### src/rtl/bcld_pkg.sv
// Shared types and constants of the block cache LRU directory.
`default_nettype none
package bcld_pkg;

  localparam int NUM_WAYS_DEF   = 8;
  localparam int BLOCK_BITS_DEF = 48;
  localparam int STAMP_BITS_DEF = 32;

  // bit of (req_type - 2) that selects invalidate on a flush
  localparam int FLUSH_INV_BIT = 0;

  typedef enum logic [1:0] {
    REQ_READ      = 2'd0,
    REQ_WRITE     = 2'd1,
    REQ_FLUSH     = 2'd2,
    REQ_FLUSH_INV = 2'd3
  } req_e;

  typedef enum logic [1:0] {
    KIND_ACCESS = 2'd0,
    KIND_WB     = 2'd1,
    KIND_DONE   = 2'd2,
    KIND_BYPASS = 2'd3
  } kind_e;

  typedef enum logic {
    REG_WRITE_THROUGH = 1'b0,
    REG_CACHE_OFF     = 1'b1
  } reg_e;

  typedef enum logic {
    ST_IDLE = 1'b0,
    ST_SCAN = 1'b1
  } state_e;

  // running result handed from cell to cell
  typedef struct packed {
    logic hit;
    logic unused;
    logic have;
    logic dirty;
  } carry_t;

  // entry update command broadcast to the cells
  typedef struct packed {
    logic en;
    logic valid_we;
    logic valid;
    logic dirty_we;
    logic dirty;
    logic tag_we;
    logic stamp_we;
  } upd_t;

endpackage
`default_nettype wire

### src/rtl/bcld_cell.sv
// One directory way: entry state plus one stage of the lookup/victim/flush scan chain.
`default_nettype none
module bcld_cell
  import bcld_pkg::*;
#(
  parameter int NUM_WAYS   = NUM_WAYS_DEF,
  parameter int BLOCK_BITS = BLOCK_BITS_DEF,
  parameter int STAMP_BITS = STAMP_BITS_DEF,
  parameter int IDX        = 0,
  localparam int WAY_BITS  = (NUM_WAYS > 1) ? $clog2(NUM_WAYS) : 1
) (
  input  wire                   clk_i,
  input  wire                   rst_ni,
  input  wire  [BLOCK_BITS-1:0] key_i,
  input  wire                   flush_i,
  input  carry_t                carry_i,
  input  wire  [WAY_BITS-1:0]   carry_way_i,
  input  wire  [STAMP_BITS-1:0] carry_stamp_i,
  input  wire  [BLOCK_BITS-1:0] carry_tag_i,
  input  upd_t                  upd_i,
  input  wire  [WAY_BITS-1:0]   upd_way_i,
  input  wire  [STAMP_BITS-1:0] upd_stamp_i,
  output carry_t                carry_o,
  output logic [WAY_BITS-1:0]   carry_way_o,
  output logic [STAMP_BITS-1:0] carry_stamp_o,
  output logic [BLOCK_BITS-1:0] carry_tag_o
);

  logic                  valid_q, dirty_q;
  logic [BLOCK_BITS-1:0] tag_q;
  logic [STAMP_BITS-1:0] stamp_q;
  logic                  sel;

  carry_t                carry_d, carry_q;
  logic [WAY_BITS-1:0]   way_d, way_q;
  logic [STAMP_BITS-1:0] stamp_d, cstamp_q;
  logic [BLOCK_BITS-1:0] tag_d, ctag_q;

  assign sel = upd_i.en && (upd_way_i == WAY_BITS'(IDX));

  always_comb begin
    carry_d = carry_i;
    way_d   = carry_way_i;
    stamp_d = carry_stamp_i;
    tag_d   = carry_tag_i;
    if (flush_i) begin
      if (!carry_i.have && valid_q && dirty_q) begin
        carry_d.have  = 1'b1;
        carry_d.dirty = 1'b1;
        way_d         = WAY_BITS'(IDX);
        tag_d         = tag_q;
      end
    end else if (!carry_i.hit) begin
      if (valid_q && tag_q == key_i) begin
        carry_d.hit = 1'b1;
        way_d       = WAY_BITS'(IDX);
      end else if (!carry_i.unused) begin
        if (!valid_q) begin
          carry_d.unused = 1'b1;
          way_d          = WAY_BITS'(IDX);
        end else if (!carry_i.have || stamp_q < carry_stamp_i) begin
          carry_d.have  = 1'b1;
          carry_d.dirty = dirty_q;
          way_d         = WAY_BITS'(IDX);
          stamp_d       = stamp_q;
          tag_d         = tag_q;
        end
      end
    end
  end

  always_ff @(posedge clk_i or negedge rst_ni) begin
    if (!rst_ni) begin
      valid_q <= 1'b0;
      dirty_q <= 1'b0;
      carry_q <= '0;
    end else begin
      if (sel && upd_i.valid_we) valid_q <= upd_i.valid;
      if (sel && upd_i.dirty_we) dirty_q <= upd_i.dirty;
      carry_q <= carry_d;
    end
  end

  always_ff @(posedge clk_i) begin
    if (sel && upd_i.tag_we) tag_q <= key_i;
    if (sel && upd_i.stamp_we) stamp_q <= upd_stamp_i;
    way_q    <= way_d;
    cstamp_q <= stamp_d;
    ctag_q   <= tag_d;
  end

  assign carry_o       = carry_q;
  assign carry_way_o   = way_q;
  assign carry_stamp_o = cstamp_q;
  assign carry_tag_o   = ctag_q;

endmodule
`default_nettype wire

### src/rtl/bcld_ctrl.sv
// Sequencer: request latch, scan timing, access clock, entry updates and result register.
`default_nettype none
module bcld_ctrl
  import bcld_pkg::*;
#(
  parameter int NUM_WAYS   = NUM_WAYS_DEF,
  parameter int BLOCK_BITS = BLOCK_BITS_DEF,
  parameter int STAMP_BITS = STAMP_BITS_DEF,
  localparam int WAY_BITS  = (NUM_WAYS > 1) ? $clog2(NUM_WAYS) : 1,
  localparam int CNT_BITS  = $clog2(NUM_WAYS + 1)
) (
  input  wire                   clk_i,
  input  wire                   rst_ni,
  input  wire                   start_i,
  input  wire  [1:0]            req_type_i,
  input  wire  [BLOCK_BITS-1:0] block_number_i,
  input  wire                   write_through_i,
  input  wire                   cache_off_i,
  output logic                  busy_o,
  output logic [BLOCK_BITS-1:0] key_o,
  output logic                  flush_o,
  input  carry_t                carry_i,
  input  wire  [WAY_BITS-1:0]   carry_way_i,
  input  wire  [BLOCK_BITS-1:0] carry_tag_i,
  output upd_t                  upd_o,
  output logic [WAY_BITS-1:0]   upd_way_o,
  output logic [STAMP_BITS-1:0] upd_stamp_o,
  output logic                  result_valid_o,
  output logic [1:0]            result_kind_o,
  output logic                  hit_o,
  output logic [WAY_BITS-1:0]   way_o,
  output logic                  fill_needed_o,
  output logic                  writeback_valid_o,
  output logic [BLOCK_BITS-1:0] writeback_block_o,
  output logic                  device_write_o,
  output logic                  last_o
);

  state_e                state_q, state_d;
  logic [CNT_BITS-1:0]   cnt_q, cnt_d;
  req_e                  req_q, req_d;
  logic [BLOCK_BITS-1:0] blk_q, blk_d;
  logic [STAMP_BITS-1:0] aclk_q, aclk_d;

  logic                  rv_d, rv_q;
  kind_e                 kind_d, kind_q;
  logic                  hit_d, hit_q, fill_d, fill_q, wbv_d, wbv_q, dw_d, dw_q, last_d, last_q;
  logic [WAY_BITS-1:0]   way_d, way_q;
  logic [BLOCK_BITS-1:0] wbb_d, wbb_q;

  logic accept, scan_done, is_flush, is_wr, more;

  assign accept    = start_i && (state_q == ST_IDLE);
  assign scan_done = (state_q == ST_SCAN) && (cnt_q == CNT_BITS'(NUM_WAYS));
  assign is_flush  = req_q[1];
  assign is_wr     = (req_q == REQ_WRITE);
  assign more      = is_flush && carry_i.have;

  // next state
  always_comb begin
    state_d = state_q;
    cnt_d   = cnt_q;
    req_d   = req_q;
    blk_d   = blk_q;
    unique case (state_q)
      ST_IDLE: begin
        if (accept) begin
          req_d = req_e'(req_type_i);
          blk_d = block_number_i;
          cnt_d = '0;
          if (req_type_i[1] || !cache_off_i) state_d = ST_SCAN;
        end
      end
      ST_SCAN: begin
        if (!scan_done) begin
          cnt_d = cnt_q + CNT_BITS'(1);
        end else if (more) begin
          cnt_d = '0;
        end else begin
          state_d = ST_IDLE;
        end
      end
      default: state_d = ST_IDLE;
    endcase
  end

  // outputs: entry updates and next result
  always_comb begin
    upd_o       = '0;
    upd_way_o   = carry_way_i;
    upd_stamp_o = aclk_q + STAMP_BITS'(1);
    aclk_d      = aclk_q;
    rv_d        = 1'b0;
    kind_d      = KIND_ACCESS;
    hit_d       = 1'b0;
    way_d       = '0;
    fill_d      = 1'b0;
    wbv_d       = 1'b0;
    wbb_d       = '0;
    dw_d        = 1'b0;
    last_d      = 1'b0;
    unique case (state_q)
      ST_IDLE: begin
        if (accept && !req_type_i[1] && cache_off_i) begin
          rv_d   = 1'b1;
          kind_d = KIND_BYPASS;
          dw_d   = (req_type_i == REQ_WRITE);
          last_d = 1'b1;
        end
      end
      ST_SCAN: begin
        if (scan_done) begin
          rv_d = 1'b1;
          if (is_flush) begin
            if (carry_i.have) begin
              kind_d         = KIND_WB;
              way_d          = carry_way_i;
              wbv_d          = 1'b1;
              wbb_d          = carry_tag_i;
              upd_o.en       = 1'b1;
              upd_o.dirty_we = 1'b1;
              upd_o.valid_we = req_q[FLUSH_INV_BIT];
            end else begin
              kind_d = KIND_DONE;
              last_d = 1'b1;
            end
          end else begin
            kind_d         = KIND_ACCESS;
            way_d          = carry_way_i;
            dw_d           = is_wr && write_through_i;
            last_d         = 1'b1;
            aclk_d         = aclk_q + STAMP_BITS'(1);
            upd_o.en       = 1'b1;
            upd_o.stamp_we = 1'b1;
            upd_o.dirty    = is_wr && !write_through_i;
            if (carry_i.hit) begin
              hit_d          = 1'b1;
              upd_o.dirty_we = is_wr;
            end else begin
              fill_d         = !is_wr;
              wbv_d          = !carry_i.unused && carry_i.dirty;
              wbb_d          = wbv_d ? carry_tag_i : '0;
              upd_o.dirty_we = 1'b1;
              upd_o.valid_we = 1'b1;
              upd_o.valid    = 1'b1;
              upd_o.tag_we   = 1'b1;
            end
          end
        end
      end
      default: ;
    endcase
  end

  always_ff @(posedge clk_i or negedge rst_ni) begin
    if (!rst_ni) begin
      state_q <= ST_IDLE;
      cnt_q   <= '0;
      req_q   <= REQ_READ;
      aclk_q  <= '0;
      rv_q    <= 1'b0;
    end else begin
      state_q <= state_d;
      cnt_q   <= cnt_d;
      req_q   <= req_d;
      aclk_q  <= aclk_d;
      rv_q    <= rv_d;
    end
  end

  always_ff @(posedge clk_i) begin
    blk_q  <= blk_d;
    kind_q <= kind_d;
    hit_q  <= hit_d;
    way_q  <= way_d;
    fill_q <= fill_d;
    wbv_q  <= wbv_d;
    wbb_q  <= wbb_d;
    dw_q   <= dw_d;
    last_q <= last_d;
  end

  assign busy_o            = (state_q != ST_IDLE);
  assign key_o             = blk_q;
  assign flush_o           = is_flush;
  assign result_valid_o    = rv_q;
  assign result_kind_o     = kind_q;
  assign hit_o             = hit_q;
  assign way_o             = way_q;
  assign fill_needed_o     = fill_q;
  assign writeback_valid_o = wbv_q;
  assign writeback_block_o = wbb_q;
  assign device_write_o    = dw_q;
  assign last_o            = last_q;

endmodule
`default_nettype wire

### src/rtl/block_cache_lru_directory_core.sv
// Top level of the block cache LRU directory: config registers, way cell chain, sequencer.
`default_nettype none
// Tag directory of a NUM_WAYS-way fully associative LRU write-back block cache.
// A request is taken when start_i is high and busy_o is low; results come one per
// cycle-wide pulse of result_valid_o and must be taken as they appear. Each way is
// a cell in a chain; a scan moves through the chain one cell per clock, and a read
// or write answers once the scan has left the last cell. A flush rescans the chain
// after every write-back, until no dirty entry is found. With cache_off set, reads
// and writes answer in the next cycle and busy_o stays low.
// Registers over APB: write_through at 0x0, cache_off at 0x4 (bit 0).
module block_cache_lru_directory_core
  import bcld_pkg::*;
#(
  parameter int NUM_WAYS   = NUM_WAYS_DEF,
  parameter int BLOCK_BITS = BLOCK_BITS_DEF,
  parameter int STAMP_BITS = STAMP_BITS_DEF,
  localparam int WAY_BITS  = (NUM_WAYS > 1) ? $clog2(NUM_WAYS) : 1
) (
  input  wire                   clk_i,
  input  wire                   rst_ni,
  input  wire                   psel,
  input  wire                   penable,
  input  wire                   pwrite,
  input  wire  [2:0]            paddr,
  input  wire  [31:0]           pwdata,
  output logic [31:0]           prdata,
  output logic                  pready,
  input  wire                   start_i,
  output logic                  busy_o,
  input  wire  [1:0]            req_type_i,
  input  wire  [BLOCK_BITS-1:0] block_number_i,
  output logic                  result_valid_o,
  output logic [1:0]            result_kind_o,
  output logic                  hit_o,
  output logic [WAY_BITS-1:0]   way_o,
  output logic                  fill_needed_o,
  output logic                  writeback_valid_o,
  output logic [BLOCK_BITS-1:0] writeback_block_o,
  output logic                  device_write_o,
  output logic                  last_o
);

  logic wt_q, co_q, cfg_wr;

  assign pready = 1'b1;
  assign cfg_wr = psel && penable && pwrite;

  always_ff @(posedge clk_i or negedge rst_ni) begin
    if (!rst_ni) begin
      wt_q <= 1'b0;
      co_q <= 1'b0;
    end else if (cfg_wr) begin
      unique case (reg_e'(paddr[2]))
        REG_WRITE_THROUGH: wt_q <= pwdata[0];
        REG_CACHE_OFF:     co_q <= pwdata[0];
        default: ;
      endcase
    end
  end

  always_comb begin
    prdata = '0;
    unique case (reg_e'(paddr[2]))
      REG_WRITE_THROUGH: prdata[0] = wt_q;
      REG_CACHE_OFF:     prdata[0] = co_q;
      default: ;
    endcase
  end

  logic [BLOCK_BITS-1:0] key;
  logic                  flush;
  upd_t                  upd;
  logic [WAY_BITS-1:0]   upd_way;
  logic [STAMP_BITS-1:0] upd_stamp;

  carry_t                c_flags [NUM_WAYS+1];
  logic [WAY_BITS-1:0]   c_way   [NUM_WAYS+1];
  logic [STAMP_BITS-1:0] c_stamp [NUM_WAYS+1];
  logic [BLOCK_BITS-1:0] c_tag   [NUM_WAYS+1];

  assign c_flags[0] = '0;
  assign c_way[0]   = '0;
  assign c_stamp[0] = '0;
  assign c_tag[0]   = '0;

  for (genvar g = 0; g < NUM_WAYS; g++) begin : g_cell
    bcld_cell #(
      .NUM_WAYS  (NUM_WAYS),
      .BLOCK_BITS(BLOCK_BITS),
      .STAMP_BITS(STAMP_BITS),
      .IDX       (g)
    ) u_cell (
      .clk_i        (clk_i),
      .rst_ni       (rst_ni),
      .key_i        (key),
      .flush_i      (flush),
      .carry_i      (c_flags[g]),
      .carry_way_i  (c_way[g]),
      .carry_stamp_i(c_stamp[g]),
      .carry_tag_i  (c_tag[g]),
      .upd_i        (upd),
      .upd_way_i    (upd_way),
      .upd_stamp_i  (upd_stamp),
      .carry_o      (c_flags[g+1]),
      .carry_way_o  (c_way[g+1]),
      .carry_stamp_o(c_stamp[g+1]),
      .carry_tag_o  (c_tag[g+1])
    );
  end

  bcld_ctrl #(
    .NUM_WAYS  (NUM_WAYS),
    .BLOCK_BITS(BLOCK_BITS),
    .STAMP_BITS(STAMP_BITS)
  ) u_ctrl (
    .clk_i            (clk_i),
    .rst_ni           (rst_ni),
    .start_i          (start_i),
    .req_type_i       (req_type_i),
    .block_number_i   (block_number_i),
    .write_through_i  (wt_q),
    .cache_off_i      (co_q),
    .busy_o           (busy_o),
    .key_o            (key),
    .flush_o          (flush),
    .carry_i          (c_flags[NUM_WAYS]),
    .carry_way_i      (c_way[NUM_WAYS]),
    .carry_tag_i      (c_tag[NUM_WAYS]),
    .upd_o            (upd),
    .upd_way_o        (upd_way),
    .upd_stamp_o      (upd_stamp),
    .result_valid_o   (result_valid_o),
    .result_kind_o    (result_kind_o),
    .hit_o            (hit_o),
    .way_o            (way_o),
    .fill_needed_o    (fill_needed_o),
    .writeback_valid_o(writeback_valid_o),
    .writeback_block_o(writeback_block_o),
    .device_write_o   (device_write_o),
    .last_o           (last_o)
  );

  a_mid_is_wb: assert property (@(posedge clk_i) disable iff (!rst_ni)
    result_valid_o && !last_o |-> result_kind_o == 2'(KIND_WB))
    else $error("non-final result is not a flush write-back");

  a_bypass: assert property (@(posedge clk_i) disable iff (!rst_ni)
    start_i && !busy_o && !req_type_i[1] && co_q |=>
      result_valid_o && result_kind_o == 2'(KIND_BYPASS) && !busy_o)
    else $error("bypass request did not answer in the next cycle");

  a_wb_on_miss: assert property (@(posedge clk_i) disable iff (!rst_ni)
    result_valid_o && writeback_valid_o |-> !hit_o)
    else $error("write-back reported on a hit");

  a_busy_no_result_done: assert property (@(posedge clk_i) disable iff (!rst_ni)
    result_valid_o && result_kind_o == 2'(KIND_WB) |-> busy_o)
    else $error("flush write-back delivered after sequencer went idle");

endmodule
`default_nettype wire

### config.mk
export PLATFORM = sky130hd
export DESIGN_NAME = block_cache_lru_directory_core
export DESIGN_NICKNAME = d
export VERILOG_FILES = /design/src/rtl/bcld_pkg.sv /design/src/rtl/bcld_cell.sv /design/src/rtl/bcld_ctrl.sv /design/src/rtl/block_cache_lru_directory_core.sv
export SDC_FILE = /design/constraint.sdc
export NUM_CORES = 2
export LEC_CHECK = 0
export ABC_CLOCK_PERIOD_IN_PS = 5900
export BUFFER_PORTS_ARGS = -buffer_cell sky130_fd_sc_hd__buf_2
export CAP_MARGIN = 30
export CORE_MARGIN = 2
export CORE_UTILIZATION = 62
export DETAILED_ROUTE_END_ITERATION = 12
export MAX_ROUTING_LAYER = met4
export PLACE_DENSITY = 0.8
export SETUP_SLACK_MARGIN = 0.02
export SLEW_MARGIN = 20
export SYNTH_ARGS = -nofsm -noshare
export SYNTH_HDL_FRONTEND = slang
export SYNTH_SLANG_ARGS = --single-unit
### constraint.sdc
create_clock -name clk_i -period 5.9 [get_ports clk_i]
set_clock_uncertainty 0.1 [all_clocks]
set_input_delay 0.295 -clock clk_i [delete_from_list [all_inputs] [get_ports clk_i]]
set_output_delay 0.295 -clock clk_i [all_outputs]
set_load 0.01 [all_outputs]
==> impl_metrics.ini <==
[detailed_routing]
dr.pass1.iters = 5
wl_per_cell_um = 24.6
num_vias = 34700
drc_errors = 0
drt_iter0_drc = 3507
via_per_inst = 5.89
ant_nets = 0
drt-total-wl_mm = 145

[global_routing]
antenna_found_initial = 5
grt_use_total_pct = 31.7
grt_overflow = 0
grt_pass1_vias = 35000
grt_pass1_wl_mm = 213
grt_max_degree = 72

[power_and_ir_drop]
p_total_uw = 23200
p_sw_uw = 5760
leakage_uw = 0.0255
p_int_uw = 17500
power_density_nw_per_um2 = 358
netSwitchingFraction_pct = 24.8
ir_drop_mv = 0.334
clkPwrFrac_pct = 39.4
comb_power_share_pct = 9.6
p_seq_share_pct = 51.0

[placed_design]
place.gp.congestion = 0.966
pre_cts_slack_ns = 1.58
postPlaceCellArea_um2 = 59300
port_buffers = 118
hpwl_mm = 98.2

[worst_setup_path]
cp_num_buf_inv = 1
path_depth = 8
endpoint_kind = flop
r2r_cells = 8
path_cells = xor2_1 > nor4_1 > nand4_1 > o311ai_0 > a211oi_4 > nor2b_4 > buf_12 > mux2_2
path_max_fanout = 48
rr_endpoint = g_cell[5].u_cell.carry_tag_o[13]
reg2reg_slack_ns = 1.34
crit_path_top_delay_cell = o311ai_0
cp-startpoint = u_ctrl.key_o[25]
crit_type = reg -> reg
cp.arrival_ns = 5.08
worstPathRequired_ns = 6.42
cp-start-kind = flop
slowest_delay_ns = 0.91
setup.worst_path.end = g_cell[5].u_cell.carry_tag_o[13]
rr_startpoint = u_ctrl.key_o[25]
cpLargestDelayFamily = simple AND/OR/NAND/NOR gates

[yosys]
synth_cells = 4358
synth_top_area_share_pct = 36.0
synth_edf_count = 688
synth.largest_area_cell = edfxtp_1
yosysSeqAreaShare_pct = 63.8
syn_avg_cell_area_um2 = 13.2
yosysWarningCount = 0
synth-seq-cells = 1461
async_flop_share_pct = 6.16
synth.distinct_cells = 75
synth_area_leaders = edfxtp_1, dfxtp_1, mux2_2
netlist_area_um2 = 57300
synth_flop_cell = edfxtp_1

[timing]
drv_slew = 0
max_slew_margin_pct = 24.7
setup-violations-final = 0
finalHoldViolCount = 0
rsz0062_at_grt = no
setup_tns_ns = 0
clock.fmax_ghz = 0.219
fin_ws_ns = 1.34
worst_slew_pin_slew_ns = 1.12
min_period_ns = 4.56
min_period_over_period_pct = 77.2

[cts]
cts_tree = built
cts_made_buffers = 143
root_buffer = clkbuf_16
htree_levels = 4
insertion_delay_ns = 0.77
cts.path.max_buffers = 3
cts.sinks = 1461
cts_resized = 0
path_clk_slew_ns = 0.06

[final_layout]
stdcell_area_um2 = 64900
nFillCells = 5950
drive_above_1_share_pct = 16.9
nets = 4901
final_util_pct = 70.8
areaGrowthSynthToFinish_pct = 13.2

[die]
die_x_um = 308
fp.dieH_um = 308
ioPinCount = 184
rows = 111
core_area_um2 = 91700
dieArea_um2 = 94900
initial_core_util_pct = 62.6

[worst_hold_path]
hp-class = in -> reg

[outcome]
status = complete, no violations

[flow_run]
drv_cap = 0
-- per-stage QoR --
| stage | cells | hold slack [ns] |
|---|---|---|
| 4_1_cts | 5882 | 0.112 |
| 6_report | 5901 | 0.147 |
| 3_3_place_gp | 5548 | 0.0866 |
| 2_1_floorplan | 4388 | -0.101 |
| 5_1_grt | 5901 | 0.147 |
| 3_5_place_dp | 5557 | 0.0890 |
-- power by group through the flow --
stage	registers, uW	logic, uW	clock network (uW)
final	11800	2240	9150
after global placement	12000	2060	0
after detailed placement	12100	2140	0
after global routing	11900	2370	9630
after floorplan	11700	1500	0
after CTS	11800	2200	9230
-- sequential cells by signal, summed over array words and instances (netlist names), 2 cells and up --
| register | cells |
|---|---|
| g_cell.u_cell.carry_o | 32 |
| g_cell.u_cell.carry_stamp_o | 224 |
| g_cell.u_cell.carry_tag_o | 384 |
| g_cell.u_cell.carry_way_o | 17 |
| g_cell.u_cell.dirty_q | 8 |
| g_cell.u_cell.stamp_q | 256 |
| g_cell.u_cell.tag_q | 384 |
| g_cell.u_cell.valid_q | 8 |
| u_ctrl.aclk_q | 32 |
| u_ctrl.cnt_q | 4 |
| u_ctrl.key_o | 48 |
| u_ctrl.req_q | 2 |
| u_ctrl.result_kind_o | 2 |
| u_ctrl.way_o | 3 |
| u_ctrl.writeback_block_o | 48 |
-- synth_stat cells, drive strengths merged (7+ instances only) --
master and n:
o31ai 7, nor2b 10, xnor2 74, nor4 97, a221o 48, and2 135, and4 17, mux2 368
a221oi 14, or2 12, edfxtp 688, clkbuf 70, nand2 376, ha 220, a21oi 67, o211ai 7
nand4 64, a31o 7, a21o 24, nor2 90, dfrtp 90, dfxtp 683, xor2 371, buf 131
o21ai 201, or3 8, a31oi 9, nand2b 11, inv 251, a211oi 11, o21a 50, nor3 24
nand3 34, and3 25
-- area by class of cell --
class / count / area (um^2) / share of cell area [%]
sequential: 1461 / 36600 / 56.4
clock inverter: 63 / 678 / 1.05
tap: 1186 / 1480 / 2.29
multi-input combinational: 2475 / 19100 / 29.4
timing repair buffer: 258 / 2050 / 3.15
inverter: 251 / 942 / 1.45
clock buffer: 204 / 4080 / 6.29
antenna: 3 / 7.51 / 0.0116
-- worst min-delay path by stage --
stage | startpoint | end | slack (ns) | cells past startpoint
2_1_floorplan | rst_ni | co_q | -0.10 | 0
3_3_place_gp | rst_ni | u_ctrl.result_valid_o | 0.09 | 1
3_5_place_dp | rst_ni | u_ctrl.result_valid_o | 0.09 | 1
4_1_cts | block_number_i[7] | u_ctrl.key_o[7] | 0.11 | 2
5_1_grt | block_number_i[38] | u_ctrl.key_o[38] | 0.15 | 2
6_report | block_number_i[24] | u_ctrl.key_o[24] | 0.15 | 2
-- layout by cell type, fill, tap and decap left out, types with 14 or more instances in the layout --
cell / netlist / routed
nand3_1: 34 / 33
nor2_1: 90 / 73
conb_1: 2 / 32
buf_4: 40 / 56
clkinv_2: 0 / 27
dfrtp_1: 90 / 89
xnor2_1: 74 / 74
o21ai_0: 200 / 200
clkbuf_1: 70 / 39
ha_1: 220 / 220
dfxtp_1: 683 / 683
dlygate4sd3_1: 0 / 59
nand4_1: 64 / 64
and2_1: 134 / 134
inv_1: 251 / 250
a21oi_1: 65 / 63
edfxtp_1: 688 / 688
nor4_1: 94 / 93
and3_1: 25 / 24
a221oi_1: 14 / 14
nor3_1: 23 / 22
nor2_4: 0 / 16
clkbuf_8: 0 / 17
o21a_1: 50 / 50
mux2_4: 20 / 20
clkbuf_16: 0 / 148
and4_1: 17 / 17
mux2_1: 40 / 40
nand2_1: 376 / 376
buf_2: 79 / 122
mux2_2: 308 / 308
a221o_1: 48 / 48
xor2_1: 371 / 371
a21o_1: 24 / 24
-- routing by layer --
metal	track usage, %	share of wire, %
met3	5.45	7.2
met2	51.6	49
met1	35.6	36
met5	-	0
met4	22.3	7.7
-- logic make-up after synthesis --
kind of cell / synth area share [%]
AOI/OAI and AO/OA: 5.67
other: 0.0131
xor gates and xnor gates: 6.80
muxes: 7.39
and+or+nand+nor: 7.99
DFF: 63.8
buffers and inverters: 3.52
adders and majority gates: 4.80
-- what timing repair did --
action,in CTS,in global routing
buffers inserted,0,0
hold buffers,58,1
endpoints found under the hold margin,152,9
Power figures use the tool's default switching activity.
